**src/hdl/ple_pkg.sv**
```systemverilog
// Shared types, codes and constants for the positional list engine.
package ple_pkg;

    localparam int DEPTH_DEF = 64;

    localparam int OP_W    = 2;
    localparam int POS_W   = 6;
    localparam int VAL_W   = 32;
    localparam int ST_W    = 2;
    localparam int CNT_O_W = 7;

    localparam logic [OP_W-1:0] OP_PUSH   = 2'd0;
    localparam logic [OP_W-1:0] OP_TAKE   = 2'd1;
    localparam logic [OP_W-1:0] OP_INSERT = 2'd2;
    localparam logic [OP_W-1:0] OP_DELETE = 2'd3;

    localparam logic [ST_W-1:0] ST_OK    = 2'd0;
    localparam logic [ST_W-1:0] ST_EMPTY = 2'd1;
    localparam logic [ST_W-1:0] ST_FULL  = 2'd2;
    localparam logic [ST_W-1:0] ST_RANGE = 2'd3;

    typedef enum logic [1:0] {
        S_IDLE,
        S_RUN,
        S_DONE
    } t_state;

    typedef struct packed {
        logic signed [VAL_W-1:0] removed;
        logic [ST_W-1:0]         status;
        logic [CNT_O_W-1:0]      count;
    } t_result;

endpackage

```
**src/hdl/ple_ram.sv**
```systemverilog
// Entry storage: one write port, one registered read port.
module ple_ram #(
    parameter int DEPTH = ple_pkg::DEPTH_DEF
) (
    input  logic                         i_clk,
    input  logic                         i_we,
    input  logic [$clog2(DEPTH)-1:0]     i_waddr,
    input  logic [ple_pkg::VAL_W-1:0]    i_wdata,
    input  logic [$clog2(DEPTH)-1:0]     i_raddr,
    output logic [ple_pkg::VAL_W-1:0]    o_rdata
);

    logic [ple_pkg::VAL_W-1:0] r_mem [DEPTH];
    logic [ple_pkg::VAL_W-1:0] r_rdata;

    always_ff @(posedge i_clk) begin
        if (i_we) begin
            r_mem[i_waddr] <= i_wdata;
        end
    end

    always_ff @(posedge i_clk) begin
        r_rdata <= r_mem[i_raddr];
    end

    assign o_rdata = r_rdata;

endmodule

```
**src/hdl/ple_ctrl.sv**
```systemverilog
// Sequencer: decodes an operation and walks the entry shift one word a cycle.
module ple_ctrl #(
    parameter int DEPTH = ple_pkg::DEPTH_DEF
) (
    input  logic                               i_clk,
    input  logic                               i_rst_n,
    input  logic                               i_valid,
    output logic                               o_ready,
    input  logic [ple_pkg::OP_W-1:0]           i_op,
    input  logic [ple_pkg::POS_W-1:0]          i_pos,
    input  logic signed [ple_pkg::VAL_W-1:0]   i_val,
    output logic                               o_res_valid,
    output ple_pkg::t_result                   o_res,
    input  logic                               i_res_take,
    output logic                               o_we,
    output logic [$clog2(DEPTH)-1:0]           o_waddr,
    output logic [ple_pkg::VAL_W-1:0]          o_wdata,
    output logic [$clog2(DEPTH)-1:0]           o_raddr,
    input  logic [ple_pkg::VAL_W-1:0]          i_rdata
);

    localparam int AW = $clog2(DEPTH);
    localparam int CW = $clog2(DEPTH + 1);
    localparam int XW = (CW > ple_pkg::POS_W) ? CW : ple_pkg::POS_W;
    localparam logic [CW-1:0] FULL_CNT = CW'(DEPTH);

    ple_pkg::t_state r_state, n_state;
    logic [CW-1:0]   r_cnt, n_cnt;
    logic            r_pend, n_pend;
    logic            r_open, n_open;
    logic            r_first, n_first;
    logic [AW-1:0]   r_at, n_at;
    logic [AW-1:0]   r_raddr, n_raddr;
    logic [AW-1:0]   r_paddr, n_paddr;
    logic [CW-1:0]   r_rcnt, n_rcnt;
    logic [ple_pkg::VAL_W-1:0] r_val, n_val;
    logic [ple_pkg::VAL_W-1:0] r_removed, n_removed;
    logic [ple_pkg::ST_W-1:0]  r_status, n_status;

    logic [XW-1:0] pos_x;
    logic [XW-1:0] last_x;
    logic [XW-1:0] clamp_x;
    logic          issue;

    assign pos_x   = XW'(i_pos);
    assign last_x  = XW'(r_cnt) - XW'(1);
    assign clamp_x = (pos_x < last_x) ? pos_x : last_x;
    assign issue   = (r_rcnt != '0);

    always_ff @(posedge i_clk) begin
        if (!i_rst_n) begin
            r_state <= ple_pkg::S_IDLE;
            r_cnt   <= '0;
            r_pend  <= 1'b0;
        end else begin
            r_state <= n_state;
            r_cnt   <= n_cnt;
            r_pend  <= n_pend;
        end
    end

    always_ff @(posedge i_clk) begin
        r_open    <= n_open;
        r_first   <= n_first;
        r_at      <= n_at;
        r_raddr   <= n_raddr;
        r_paddr   <= n_paddr;
        r_rcnt    <= n_rcnt;
        r_val     <= n_val;
        r_removed <= n_removed;
        r_status  <= n_status;
    end

    always_comb begin
        n_state   = r_state;
        n_cnt     = r_cnt;
        n_pend    = r_pend;
        n_open    = r_open;
        n_first   = r_first;
        n_at      = r_at;
        n_raddr   = r_raddr;
        n_paddr   = r_paddr;
        n_rcnt    = r_rcnt;
        n_val     = r_val;
        n_removed = r_removed;
        n_status  = r_status;
        o_ready     = 1'b0;
        o_res_valid = 1'b0;
        o_we        = 1'b0;
        o_waddr     = r_at;
        o_wdata     = r_val;
        o_raddr     = r_raddr;

        case (r_state)
            ple_pkg::S_IDLE: begin
                o_ready = 1'b1;
                if (i_valid) begin
                    n_val     = i_val;
                    n_removed = '0;
                    n_status  = ple_pkg::ST_OK;
                    n_pend    = 1'b0;
                    n_first   = 1'b1;
                    if (i_op == ple_pkg::OP_PUSH || i_op == ple_pkg::OP_INSERT) begin
                        if (r_cnt == FULL_CNT) begin
                            n_status = ple_pkg::ST_FULL;
                            n_state  = ple_pkg::S_DONE;
                        end else begin
                            // insert goes just after the clamped position
                            if (i_op == ple_pkg::OP_PUSH || r_cnt == '0) begin
                                n_at = '0;
                            end else begin
                                n_at = AW'(clamp_x + XW'(1));
                            end
                            n_open  = 1'b1;
                            n_rcnt  = r_cnt - CW'(n_at);
                            n_raddr = AW'(r_cnt - CW'(1));
                            n_cnt   = r_cnt + CW'(1);
                            n_state = ple_pkg::S_RUN;
                        end
                    end else begin
                        if (r_cnt == '0) begin
                            n_status = ple_pkg::ST_EMPTY;
                            n_state  = ple_pkg::S_DONE;
                        end else if (i_op == ple_pkg::OP_DELETE && pos_x >= XW'(r_cnt)) begin
                            n_status = ple_pkg::ST_RANGE;
                            n_state  = ple_pkg::S_DONE;
                        end else begin
                            n_at    = (i_op == ple_pkg::OP_TAKE) ? '0 : pos_x[AW-1:0];
                            n_open  = 1'b0;
                            n_rcnt  = r_cnt - CW'(n_at);
                            n_raddr = n_at;
                            n_cnt   = r_cnt - CW'(1);
                            n_state = ple_pkg::S_RUN;
                        end
                    end
                end
            end

            ple_pkg::S_RUN: begin
                // one read per cycle; prior word is written back or kept as removed
                if (issue) begin
                    n_raddr = r_open ? r_raddr - AW'(1) : r_raddr + AW'(1);
                    n_rcnt  = r_rcnt - CW'(1);
                    n_paddr = r_raddr;
                end
                n_pend = issue;
                if (r_pend) begin
                    if (!r_open && r_first) begin
                        n_removed = i_rdata;
                        n_first   = 1'b0;
                    end else begin
                        o_we    = 1'b1;
                        o_waddr = r_open ? r_paddr + AW'(1) : r_paddr - AW'(1);
                        o_wdata = i_rdata;
                    end
                end else if (!issue) begin
                    if (r_open) begin
                        o_we    = 1'b1;
                        o_waddr = r_at;
                        o_wdata = r_val;
                    end
                    n_state = ple_pkg::S_DONE;
                end
            end

            ple_pkg::S_DONE: begin
                o_res_valid = 1'b1;
                if (i_res_take) begin
                    n_state = ple_pkg::S_IDLE;
                end
            end

            default: begin
                n_state = ple_pkg::S_IDLE;
            end
        endcase
    end

    assign o_res.removed = r_removed;
    assign o_res.status  = r_status;
    assign o_res.count   = ple_pkg::CNT_O_W'(r_cnt);

endmodule

```
**src/hdl/positional_list_engine.sv**
```systemverilog
// Top level of the positional list engine: sequencer, entry memory, output register.
//
// Bounded ordered list of signed 32-bit values. One input transfer carries one
// operation: push front, take front, insert after a position (clamped to the
// last entry), or delete at a position. Every operation yields exactly one
// output transfer with the removed value, a status code and the new count.
//
// Input stream (s_axis): tdata = op[1:0], position[7:2], value[39:8].
// Output stream (m_axis): tdata = removed_value[31:0], status[33:32],
// count[40:34], zero padding [47:41].
// Sequencing: entries sit in a single-port-read memory; the sequencer moves
// one word per cycle between the affected slot and the end of the list, then
// raises its result; a refused operation goes straight to its result.
// o_s_axis_tready is high only while the sequencer is idle, so the next input
// transfer is taken only once the result has moved into the output register.
// The result sits in an output register, so the next input transfer is
// taken while an earlier result waits on a stalled receiver; the sequencer
// holds its next result until that register frees up.
// Reset (synchronous, active low) empties the list; memory is not cleared.
module positional_list_engine #(
    parameter int DEPTH = ple_pkg::DEPTH_DEF
) (
    input  logic        i_clk,
    input  logic        i_rst_n,
    input  logic        i_s_axis_tvalid,
    output logic        o_s_axis_tready,
    input  logic [39:0] i_s_axis_tdata,   // op, position, value (low bit first)
    output logic        o_m_axis_tvalid,
    input  logic        i_m_axis_tready,
    output logic [47:0] o_m_axis_tdata    // removed_value, status, count, pad
);

    localparam int AW = $clog2(DEPTH);

    ple_pkg::t_result          res;
    logic                      res_valid;
    logic                      res_take;
    logic                      we;
    logic [AW-1:0]             waddr;
    logic [AW-1:0]             raddr;
    logic [ple_pkg::VAL_W-1:0] wdata;
    logic [ple_pkg::VAL_W-1:0] rdata;

    // output register
    logic             r_m_valid;
    ple_pkg::t_result r_m_res;

    ple_ctrl #(
        .DEPTH (DEPTH)
    ) u_ctrl (
        .i_clk       (i_clk),
        .i_rst_n     (i_rst_n),
        .i_valid     (i_s_axis_tvalid),
        .o_ready     (o_s_axis_tready),
        .i_op        (i_s_axis_tdata[1:0]),
        .i_pos       (i_s_axis_tdata[7:2]),
        .i_val       (i_s_axis_tdata[39:8]),
        .o_res_valid (res_valid),
        .o_res       (res),
        .i_res_take  (res_take),
        .o_we        (we),
        .o_waddr     (waddr),
        .o_wdata     (wdata),
        .o_raddr     (raddr),
        .i_rdata     (rdata)
    );

    ple_ram #(
        .DEPTH (DEPTH)
    ) u_ram (
        .i_clk   (i_clk),
        .i_we    (we),
        .i_waddr (waddr),
        .i_wdata (wdata),
        .i_raddr (raddr),
        .o_rdata (rdata)
    );

    // Load when empty or when the current result leaves this cycle.
    assign res_take = res_valid && (!r_m_valid || i_m_axis_tready);

    always_ff @(posedge i_clk) begin
        if (!i_rst_n) begin
            r_m_valid <= 1'b0;
        end else if (res_take) begin
            r_m_valid <= 1'b1;
        end else if (i_m_axis_tready) begin
            r_m_valid <= 1'b0;
        end
    end

    always_ff @(posedge i_clk) begin
        if (res_take) begin
            r_m_res <= res;
        end
    end

    assign o_m_axis_tvalid = r_m_valid;
    assign o_m_axis_tdata  = {7'd0, r_m_res.count, r_m_res.status, r_m_res.removed};

endmodule
```
**config.mk**
```make
export PLATFORM = sky130hd
export DESIGN_NAME = positional_list_engine
export DESIGN_NICKNAME = d
export VERILOG_FILES = /design/src/hdl/ple_pkg.sv /design/src/hdl/ple_ram.sv /design/src/hdl/ple_ctrl.sv /design/src/hdl/positional_list_engine.sv
export SDC_FILE = /design/constraint.sdc
export NUM_CORES = 2
export LEC_CHECK = 0
export BUFFER_PORTS_ARGS = -buffer_cell sky130_fd_sc_hd__buf_2
export CAP_MARGIN = 30
export CORE_ASPECT_RATIO = 1.4
export CORE_MARGIN = 1.5
export CORE_UTILIZATION = 35
export DETAILED_ROUTE_END_ITERATION = 8
export GPL_TIMING_DRIVEN = 1
export SYNTH_ARGS = -nofsm -noshare
export SYNTH_HDL_FRONTEND = slang
export SYNTH_SLANG_ARGS = --single-unit
```
**constraint.sdc**
```tcl
create_clock -name i_clk -period 8.1 [get_ports i_clk]
set_clock_uncertainty 0.15 [all_clocks]
set_input_delay 1.62 -clock i_clk [delete_from_list [all_inputs] [get_ports i_clk]]
set_output_delay 1.62 -clock i_clk [all_outputs]
set_load 0.05 [all_outputs]
```
==> summary.md <==
| Metric | Value |
|---|---|
| Worst-path clk slew | 70 ps |
| FF-to-FF Start | u_ctrl.r_cnt[0]$_SDFFE_PN0P_ |
| Hold path start | u_ctrl.r_removed[21]$_SDFFCE_PN0P_ |
| Pwr per Cell Area | 338 nW/um^2 |
| Post-CTS Setup Inserts | 0 |
| IO buf count | 86 |
| Endpoint class of the critical path | flop |
| Synth Area in Simple Gates | 1.83% |
| Routed via count | 38,243 |
| CTS tree | done |
| Avg Inst Size Synth | 23.3 um^2 |
| RSZ-0062 raised after global routing | false |
| Lkg Pwr | 0.0302 uW |
| Critical Path RT | 8510 ps |
| GRT Total Usage | 15.7% |
| Setup tns final | 0 ps |
| Clk buf depth | 4 |
| Most common cell after layout, fill and taps aside | edfxtp_1 |
| Antenna Violating Nets Remaining | 0 |
| Hpwl dp | 110,000 um |
| I/O pin total | 94 |
| Startpoint types | flop |
| Post-layout nets | 3,989 |
| Compound-Gate Fraction of Synth Area | 1.11% |
| Max Clk Rate | 190 MHz |
| Slew HR | 28.2% |
| Async S/R FF share, synth | 0% |
| Final hold violation count | 0 |
| Distinct cells, synth | 58 |
| CP max FO | 13 |
| TritonCTS Buffers | 198 |
| Synth Flop Type | edfxtp_1 |
| Largest net degree at the start of global routing | 124 |
| Starting Density | 35.2% |
| Post-route minimum period | 5260 ps |
| Seq/Total Area, Yosys | 77.5% |
| Outcome | completed |
| Final worst path period share | 65.0% |
| Hold_buf cts | 0 |
| MaxCap Viol Count | 0 |
| Xor/xnor share of the synthesized area | 0.297% |
| Final Max Slew Viols | 0 |
| Origin of the worst setup path | u_ctrl.r_cnt[0]$_SDFFE_PN0P_ |
| Vias per inst | 5.23 |
| Count of flip-flops with a built-in enable after synthesis | 2,182 |
| Worst-skew pair later-pin latency | 850 ps |
| Post-Synthesis Cells | 3,673 |
| Warnings, synthesis | 0 |
| Wire length per cell | 26.9 um |
| Die Area | 248,000 um^2 |
| Initial DRC count | 3,584 |
| Worst Hold Class | flop to flop |
| Num Clock Sinks | 2,225 |
| Fraction of layout cells with a size suffix above 1 | 31.2% |
| Total grt overflow | 0 |
| Pre-antenna DRT Iters | 7 |
| Max rail drop VDD | 0.000281 V |
| Antenna violations before repair | 5 |
| Critical path type | flop to flop |
| Die X | 421 um |
| Cell Rows | 214 |
| Die height | 588 um |
| Area delta synth->final | 14.0% |
| Post_cts resized | 0 |
| Largest family of logic cells by synthesized area | multiplexers |
| Mux cell area share after synthesis | 17.6% |
| Arrival @ worst endpoint | 5670 ps |
| Most frequent cells in the layout | 2,182 x edfxtp_1, 658 x mux4_2, 204 x clkbuf_16 |
| Core area | 243,000 um^2 |
| Worst-margin pin slew | 1080 ps |
| Post-Synth Adder-Cell Area | 0.509% |
| Synth Register Bits | 2,225 |
| H-tree level count | 4 |
| Util after Layout | 40.2% |
| Setup violations, final | 0 |
| DRC viols | 0 |
| Clk root buf | clkbuf_16 |
| Syn Std Cell Area | 85,600 um^2 |
| First-pass GRT wire length | 286,000 um |
| Vias in the first global route | 40,315 |
| Placer's final routability congestion estimate | 0.804 |
| Final wirelength | 197,000 um |
==> sequential cells by signal, summed over array words and instances (netlist names) <==
| name | cells |
|---|---|
| u_ctrl.r_removed | 32 |
| u_ram.r_mem | 2048 |
| u_ctrl.r_pend | 1 |
| u_ram.o_rdata | 32 |
| u_ctrl.r_at | 6 |
| u_ctrl.r_rcnt | 7 |
| u_ctrl.r_status | 2 |
| u_ctrl.r_cnt | 7 |
| u_ctrl.r_first | 1 |
| u_ctrl.o_raddr | 6 |
| o_m_axis_tdata | 41 |
| u_ctrl.r_val | 32 |
| u_ctrl.r_open | 1 |
| u_ctrl.r_paddr | 6 |
| u_ctrl.r_state | 2 |
| o_m_axis_tvalid | 1 |
==> critical path, cell delays in order, from the launching register on <==
cell and delay, ps:
dfxtp_1 620, inv_1 220, ha_1 370, xnor2_1 390
ha_1 190, o21a_1 120, o22ai_1 90, a31o_1 270
a21oi_4 280, mux2i_1 300, ha_1 300, nor3b_1 300
xor2_1 190, mux2i_1 110, a22oi_1 260, ha_1 310
inv_1 60, o21bai_1 70, a21oi_1 170, xnor2_1 130
a21oi_1 80
==> layer usage <==
layer / routed length, um / track usage, % / vias to the layer above
met2: 106000 / 28.7 / 984
met5: 0 / 0 / -
met3: 8640 / 1.77 / 260
met1: 78200 / 19.8 / 20952
met4: 3940 / 3.72 / 0
li1: - / - / 16047
==> power breakdown <==
part | switching [uW] | total (uW) | internal (uW)
Sequential | 220 | 13900 | 13700
Combinational | 5340 | 9590 | 4250
Clock | 4130 | 9410 | 5280
==> per-stage QoR <==
stage	cell area [um^2]	setup slack, ps	hold WS [ps]	power (uW)	std cells
2_1_floorplan	85600	3040	250	20800	3679
3_3_place_gp	90800	2490	251	23700	6931
3_5_place_dp	91100	2490	255	23900	6946
4_1_cts	97500	2910	226	33300	7305
5_1_grt	97600	2340	250	34200	7312
6_report	97600	2840	234	32900	7313
==> cell usage after synthesis (all sizes together), types with 12 or more instances <==
| cell | number | area share [%] |
|---|---|---|
| a211oi | 18 | 0.16 |
| a21oi | 42 | 0.26 |
| and2 | 41 | 0.30 |
| buf | 100 | 0.62 |
| clkbuf | 94 | 0.41 |
| dfxtp | 43 | 1.0 |
| edfxtp | 2182 | 77 |
| ha | 30 | 0.44 |
| inv | 30 | 0.13 |
| mux2i | 21 | 0.25 |
| mux4 | 658 | 17 |
| nand2 | 138 | 0.60 |
| nand3 | 15 | 0.088 |
| nor2 | 61 | 0.27 |
| nor3 | 39 | 0.23 |
| o21ai | 20 | 0.12 |
| xnor2 | 17 | 0.17 |
| xor2 | 12 | 0.12 |
==> cell type report <==
cell class	count	area (um^2)
Inverter	30	113
Clock inverter	103	1000
Sequential cell	2225	66400
Multi-Input combinational cell	1230	18800
Tap cell	3240	4050
Timing Repair Buffer	227	1900
Clock buffer	256	5390
Fill cell	21319	146000
Antenna cell	2	5.00
==> final timing paths <==
| check | to | slack, ps | depth (start not counted) |
|---|---|---|---|
| setup / recovery | u_ctrl.r_rcnt[6]$_DFFE_PP_ | 2840 | 20 |
| hold / removal | o_m_axis_tdata[21]$_DFFE_PP_ | 230 | 0 |
| setup reg to reg | u_ctrl.r_rcnt[6]$_DFFE_PP_ | 2840 | 20 |
| hold reg to reg | o_m_axis_tdata[21]$_DFFE_PP_ | 230 | 0 |
==> cell families (layout without fill, tap and decap cells) <==
kind of cell,after synthesis,count (layout)
adder cells (fa/ha/maj),33,33
AO/OA/AOI/OAI,143,143
flip-flops,2225,2225
buffers and inverters,224,616
AND/OR/NAND/NOR,339,339
XOR/XNOR,29,29
other,1,9
multiplexers,679,679
Note: power is estimated with default switching activity, not from simulation.
